`src/rtl/core/shipp_pkg.sv`:
```
`default_nettype none

package shipp_pkg;

  // default geometry
  localparam int unsigned DEF_SETS        = 1024;
  localparam int unsigned DEF_WAYS        = 16;
  localparam int unsigned DEF_SIG_BITS    = 14;
  localparam int unsigned DEF_COUNTER_MAX = 7;

  // re-reference values
  localparam int unsigned RRV_W = 2;
  localparam logic [RRV_W-1:0] RR_DISTANT = 2'd3;
  localparam logic [RRV_W-1:0] RR_LONG    = 2'd2;
  localparam logic [RRV_W-1:0] RR_NEAR    = 2'd0;

  // command and access kind codes
  localparam logic       CMD_VICTIM     = 1'b0;
  localparam logic [1:0] KIND_PREFETCH  = 2'd1;
  localparam logic [1:0] KIND_WRITEBACK = 2'd2;

  // sequencer states
  typedef enum logic [4:0] {
    S_CLR  = 5'b00001,
    S_IDLE = 5'b00010,
    S_RED  = 5'b00100,
    S_RD   = 5'b01000,
    S_MOD  = 5'b10000
  } state_e;

endpackage

`default_nettype wire

```
`src/rtl/core/shipp_victim_sel.sv`:
```
`default_nettype none

module shipp_victim_sel import shipp_pkg::*; #(
  parameter int unsigned WAYS = DEF_WAYS
) (
  input  logic [RRV_W*WAYS-1:0]   rrv_i,
  output logic [RRV_W*WAYS-1:0]   aged_o,
  output logic [$clog2(WAYS)-1:0] pick_o
);

  localparam int unsigned WAY_W = $clog2(WAYS);

  logic [3:0]       seen;
  logic [RRV_W-1:0] top;
  logic [RRV_W-1:0] gain;

  always_comb begin
    seen = '0;
    for (int unsigned w = 0; w < WAYS; w++) begin
      seen[rrv_i[w*RRV_W +: RRV_W]] = 1'b1;
    end
    if (seen[3]) begin
      top = 2'd3;
    end else if (seen[2]) begin
      top = 2'd2;
    end else if (seen[1]) begin
      top = 2'd1;
    end else begin
      top = 2'd0;
    end
    gain = RR_DISTANT - top;
    // lowest way holding the top value wins
    pick_o = '0;
    for (int w = WAYS - 1; w >= 0; w--) begin
      if (rrv_i[w*RRV_W +: RRV_W] == top) begin
        pick_o = WAY_W'(w);
      end
    end
    for (int unsigned w = 0; w < WAYS; w++) begin
      aged_o[w*RRV_W +: RRV_W] = rrv_i[w*RRV_W +: RRV_W] + gain;
    end
  end

endmodule

`default_nettype wire

```
`config.mk`:
```
export PLATFORM = sky130hd
export DESIGN_NAME = shipp_victim_sel
export DESIGN_NICKNAME = d
export VERILOG_FILES = /design/src/rtl/core/shipp_pkg.sv /design/src/rtl/core/shipp_victim_sel.sv
export SDC_FILE = /design/constraint.sdc
export NUM_CORES = 1
export LEC_CHECK = 0
export ABC_AREA = 1
export BUFFER_PORTS_ARGS = -buffer_cell sky130_fd_sc_hd__buf_2
export CAP_MARGIN = 10
export CORE_UTILIZATION = 40
export DETAILED_ROUTE_END_ITERATION = 8
export GPL_ROUTABILITY_DRIVEN = 0
export GPL_TIMING_DRIVEN = 0
export PLACE_DENSITY = 0.87
export SETUP_SLACK_MARGIN = 0.3
export SLEW_MARGIN = 20
export SYNTH_ARGS = -nofsm -noshare
export SYNTH_HDL_FRONTEND = slang
export SYNTH_SLANG_ARGS = --single-unit
```
`constraint.sdc`:
```
create_clock -name vclk -period 6.85
set_input_delay 1.37 -clock vclk [all_inputs]
set_output_delay 1.37 -clock vclk [all_outputs]
set_load 0.005 [all_outputs]
```
After elaboration in Yosys (flattened, before gate mapping)
Index checks and enable logic that the tools add are counted.
{"block": "totals", "reg_bits": 0, "in_bits": 32, "output_inout_bits": 36}
{"block": "classes", "addsub": 17, "magnitude_cmp": 32, "eq_ne": 16, "muxes": 51, "n_bitwise": 15, "reduce_logical": 16}
{"operator": "two-way mux 4 bit", "n": 16}
{"operator": "bitwise OR 4 bit", "n": 15}
{"operator": "less-than comparator 2 x 3 -> 1 bit, second input constant", "n": 16}
{"operator": "adder 2 bit", "n": 16}
{"operator": "demux 1 bit (select 2 bit)", "n": 16}
{"operator": "equality test 2 bit", "n": 16}
{"operator": "greater-or-equal comparator 2 x 1 -> 1 bit, second input constant", "n": 16}
{"operator": "two-way mux 1 bit", "n": 17}
{"operator": "logical AND 1 bit", "n": 16}
{"operator": "two-way mux 2 bit", "n": 2}
{"operator": "subtractor 2 bit, first input constant", "n": 1}

Longest topological paths before layout
{"block": "depth", "ltp_word": 39, "depth_mapped": 27}

Worst setup path before layout
OpenSTA, ideal clock, no wires.
{"block": "synth_path", "path_kind": "input to output", "from": "input rrv_i[7]", "to": "output pick_o[0]", "arrival_ns": 4.514, "required_ns": 5.480, "path_slack_ns": 0.966, "cell_stages": 26, "path_buffers": 0, "cell_sequence": "inv_1 nand2_1 nand4_1 a221oi_1 o2111ai_1 a21oi_1 nand4_1 a21oi_1 o221ai_1 a21boi_0 ha_1 nand2_1 nand2_1 nand2_1 nand2_1 nand2_1 nand2_1 nand2_1 nand2_1 nand2_1 nand2_1 nand2_1 nand2_1 nand2_1 nand2_1 a21oi_2"}
{"block": "synth_between", "elab_chain_cells": 37, "elab_cells_between_ends": 53}
{"item": "start: declaration", "line_no": "shipp_victim_sel.sv:6", "source": "input logic [RRV_W*WAYS-1:0] rrv_i,"}
{"item": "less-than comparator 2 x 3 -> 1 bit (implied by the code) / greater-or-equal comparator 2 x 1 -> 1 bit (equally long branches)", "line_no": "shipp_victim_sel.sv:20", "source": "seen[rrv_i[w*RRV_W +: RRV_W]] = 1'b1;"}
{"item": "logical AND 1 bit (implied by the code)", "line_no": "shipp_victim_sel.sv:20"}
{"item": "two-way mux 1 bit (implied by the code)", "line_no": "shipp_victim_sel.sv:20"}
{"item": "demux 1 bit (select 2 bit)", "line_no": "shipp_victim_sel.sv:20"}
{"item": "bitwise OR 4 bit (no line) (13 in series)"}
{"item": "two-way mux 1 bit", "line_no": "shipp_victim_sel.sv:26", "source": "end else if (seen[1]) begin"}
{"item": "two-way mux 2 bit", "line_no": "shipp_victim_sel.sv:24", "source": "end else if (seen[2]) begin"}
{"item": "two-way mux 2 bit", "line_no": "shipp_victim_sel.sv:22", "source": "if (seen[3]) begin"}
{"item": "equality test 2 bit", "line_no": "shipp_victim_sel.sv:35", "source": "if (rrv_i[w*RRV_W +: RRV_W] == top) begin"}
{"item": "two-way mux 4 bit (15 in series)", "line_no": "shipp_victim_sel.sv:35"}
{"item": "two-way mux 4 bit (*)", "line_no": "shipp_victim_sel.sv:35"}
{"item": "end: declaration", "line_no": "shipp_victim_sel.sv:8", "source": "output logic [$clog2(WAYS)-1:0] pick_o"}
Mark *: on every way between the ends. The rest lies on a longest branch, timed or not.

Worst setup path in the final report
Same ends and word-level chain as after synthesis.

==> impl_summary.md <==
Run status
The run finished with clean final reports.

Floorplanning
For this configuration, the core starts out at a cell density of ~43%. The row count is 18. The die span in y is between 50 and 60 microns. For this design the top-level I/O count stands at between 60 and 70. The floorplan step defined a core boundary enclosing 0.00252 sq mm. From left edge to right edge, the die measures between 50 and 60 microns. The full die area is between 0.002 and 0.003 sq mm.

Detailed routing
Using the TritonRoute via totals, the vias-per-cell ratio works out to 4.68. The average detailed-routed wire length per instance is between 9 and 10 microns. Once detail routing completed, the nets flagged for antenna violations numbered 0. The detailed-routing iteration count for the pre-antenna-repair pass is 4. The via total after detailed routing is between 1000 and 1500. The DRC violation count after routing is 0. The first routing iteration left 20 violations. The routed design has between 2 and 3 mm of wire.

STA
Setup violations remaining at the end of the flow were counted as 0. The number of failing hold endpoints at the final stage is 0. The worst relative slew slack is roughly four fifths. The transition time at the pin with the least slew margin is roughly 0.28 ns. The worst path in the final design needs a cycle of approximately 5.7 ns, including I/O delays and setup. The worst hold margin is ~3.1 ns. Setup repair after global routing left no endpoint under its margin. The fmax is approximately 0.18 GHz. Summed over all failing endpoints, the final setup total negative slack is 0 ns.

Of the available clock period, the critical path in the final layout requires 83.4%. The max-slew violation total from the final report was 0.

Cells and area
At the end of the flow, the number of nets in the layout was approximately 330. The layout overhead on the synthesized area is 36.1%. The sequential cell count is 0. The number of antenna diodes in the final layout is 0.

The final non-filler cell total is between 300 and 400. The post-route netlist has between 20 and 30% of its cells at a drive strength greater than 1. The layout has 0 clock buffers. In the final layout, flip-flops and latches occupy 0 sq um.

Worst hold path
The hold-critical path endpoint is aged_o[30]. The worst hold path class is input pin to output pin. Counting instances, the worst hold path has a depth of 3.

The origin of the worst min-delay path is rrv_i[30].

Global routing
The initial antenna violation count was 0. The via count of the first global-routing pass is around 1200. The first global-routing pass estimated approximately 4.8 mm of wire. After global routing the overflow that remains totals 0. The overall fraction of global-route tracks in use is between 20 and 25%. The largest net degree at the start of global routing is 14.

Synth
When the netlist entered floorplanning its net count stood at 260. The most common cell in the synthesized netlist is sky130_fd_sc_hd__nand2_1. The library cell with the largest summed area after synthesis is sky130_fd_sc_hd__nand2_1. In the post-synthesis netlist, the biggest area contributors are sky130_fd_sc_hd__nand2_1 (38%), sky130_fd_sc_hd__ha_1 (18%), sky130_fd_sc_hd__xor2_1 (13%), sky130_fd_sc_hd__inv_1 (12%), sky130_fd_sc_hd__nor2_1 (4.1%).

The commonest cells after synthesis are sky130_fd_sc_hd__nand2_1 (111), sky130_fd_sc_hd__inv_1 (35), sky130_fd_sc_hd__ha_1 (16), sky130_fd_sc_hd__xor2_1 (16), sky130_fd_sc_hd__nor2_1 (12). For this run, the number of Yosys warnings is 0. The post-synthesis cell type count is 22. The area share of the largest cell type after synthesis is 38.3%. The synthesized cell area is 0.00109 sq mm. The mean cell area of the mapped netlist is between 5 and 6 sq um. The count of mapped cells out of synthesis is roughly 210. The register area share after synthesis is 0%.

Pwr
The clock group share of total power is 0%. For this design the static power due to leakage is about 0.0011 uW. The internal power component is approximately 34 uW.

Combinational logic is responsible for 100.0% of the overall power. The worst voltage drop across the vdd grid is 0.0289 mV. Sequential cells burn 0% of the power. For this design the ratio of total power to cell area is approximately 53 mW/mm^2. Net switching is a little under three fifths of the power. For this design the total switching power over the nets is between 40 and 50 uW.

Critical path
Of all nets on the critical path, the largest fanout is 13. The worst setup path is captured at an output pin. The endpoint required time on the critical path is around 5.5 ns. The start point of the critical path is rrv_i[7].

STA puts the critical path data arrival time at roughly 4.3 ns. The element type at the critical path start is an input pin. The category of the critical setup timing path is input pin to output pin.

Clock tree
The number of gates resized after CTS was 0. The number of buffers added to fix hold violations after cts is 0. Once the clock tree was built, the setup fixing pass inserted 0 buffers.

Placement
Buffers placed on the I/O ports in this run total just under 70. The number of placed cells counting well taps is just over 300. The half-perimeter wire length after detailed placement is roughly 2.7 mm.

Flow run
Max-cap violations in this run came to 0.
==> cells in the final DEF, fill, tap and decap left out, types with 2 or more instances in the layout <==
master                    netlist  routed
sky130_fd_sc_hd__xor2_1        16      16
sky130_fd_sc_hd__inv_1         35      35
sky130_fd_sc_hd__nor2_1        12      12
sky130_fd_sc_hd__ha_1          16      16
sky130_fd_sc_hd__buf_2          1      69
sky130_fd_sc_hd__a21oi_1        4       4
sky130_fd_sc_hd__nand4_1        2       2
sky130_fd_sc_hd__a21oi_2        2       2
sky130_fd_sc_hd__nand2_1      111     111
==> per-stage QoR <==
stage / setup WS [ns] / power (uW) / instance area [sq um] / util (%)
2_1_floorplan: 0.966 / 44.7 / 1090 / -
3_3_place_gp: -0.273 / 77.1 / 1470 / 58.1
3_5_place_dp: 1.13 / 79.3 / 1480 / 58.7
4_1_cts: 1.12 / 79.6 / 1480 / 58.7
5_1_grt: 0.753 / 92.2 / 1480 / 58.7
6_report: 1.14 / 79.0 / 1480 / 58.7
==> worst max path at each step <==
| stage | endpoint | slack [ns] | cells past startpoint |
|---|---|---|---|
| detailed placement | pick_o[0] | 1.13 | 27 |
| finish | pick_o[0] | 1.14 | 27 |
| CTS | pick_o[0] | 1.12 | 27 |
| floorplan | pick_o[0] | 0.97 | 26 |
| global route | pick_o[0] | 0.75 | 27 |
| global placement | pick_o[0] | -0.27 | 28 |
==> kinds of logic (layout without fill, tap and decap cells) <==
| logic type | Yosys count | in the layout | synth area share [%] |
|---|---|---|---|
| adders and majority gates | 16 | 16 | 18.4 |
| and+or+nand+nor | 129 | 129 | 46.7 |
| xor gates and xnor gates | 16 | 16 | 12.9 |
| buffers and inverters | 36 | 105 | 12.5 |
| AOI/OAI and AO/OA | 15 | 15 | 9.54 |
==> metal layers <==
layer | track usage, % | part of all wire (%) | vias to the layer above
li1 | - | - | 785
met5 | 0 | 0 | -
met4 | 1.28 | 0.57 | 0
met3 | 0.847 | 5.4 | 2
met1 | 27.5 | 45 | 619
met2 | 41.7 | 49 | 48
==> power groups by stage <==
stage	sequential (uW)	clock [uW]	combinational (uW)
floorplan	0	0	44.7
global placement	0	0	77.1
detailed placement	0	0	79.3
CTS	0	0	79.6
global route	0	0	92.2
finish	0	0	79.0
==> critical path: stages <==
cell and delay [ns]:
sky130_fd_sc_hd__buf_2 0.10, sky130_fd_sc_hd__inv_1 0.05, sky130_fd_sc_hd__nand2_1 0.06, sky130_fd_sc_hd__nand4_1 0.11, sky130_fd_sc_hd__a221oi_1 0.24, sky130_fd_sc_hd__o2111ai_1 0.17
sky130_fd_sc_hd__a21oi_1 0.16, sky130_fd_sc_hd__nand4_1 0.12, sky130_fd_sc_hd__a21oi_1 0.16, sky130_fd_sc_hd__o221ai_1 0.15, sky130_fd_sc_hd__a21boi_2 0.28, sky130_fd_sc_hd__buf_6 0.22
sky130_fd_sc_hd__ha_1 0.25, sky130_fd_sc_hd__nand2_1 0.11, sky130_fd_sc_hd__nand2_1 0.07, sky130_fd_sc_hd__nand2_1 0.05, sky130_fd_sc_hd__nand2_1 0.05, sky130_fd_sc_hd__nand2_1 0.05
sky130_fd_sc_hd__nand2_1 0.05, sky130_fd_sc_hd__nand2_1 0.05, sky130_fd_sc_hd__nand2_1 0.04, sky130_fd_sc_hd__nand2_1 0.05, sky130_fd_sc_hd__nand2_1 0.05, sky130_fd_sc_hd__nand2_1 0.05
sky130_fd_sc_hd__nand2_1 0.05, sky130_fd_sc_hd__a21oi_2 0.10, sky130_fd_sc_hd__buf_2 0.11
==> layout make-up <==
class	instances	area, sq um
timing repair buffer	69	352
inverter	35	131
buffer	1	5.00
fill	272	1040
tap	30	37.5
multi-input combinational	176	956
No activity file was read; power rests on OpenSTA's default activity.
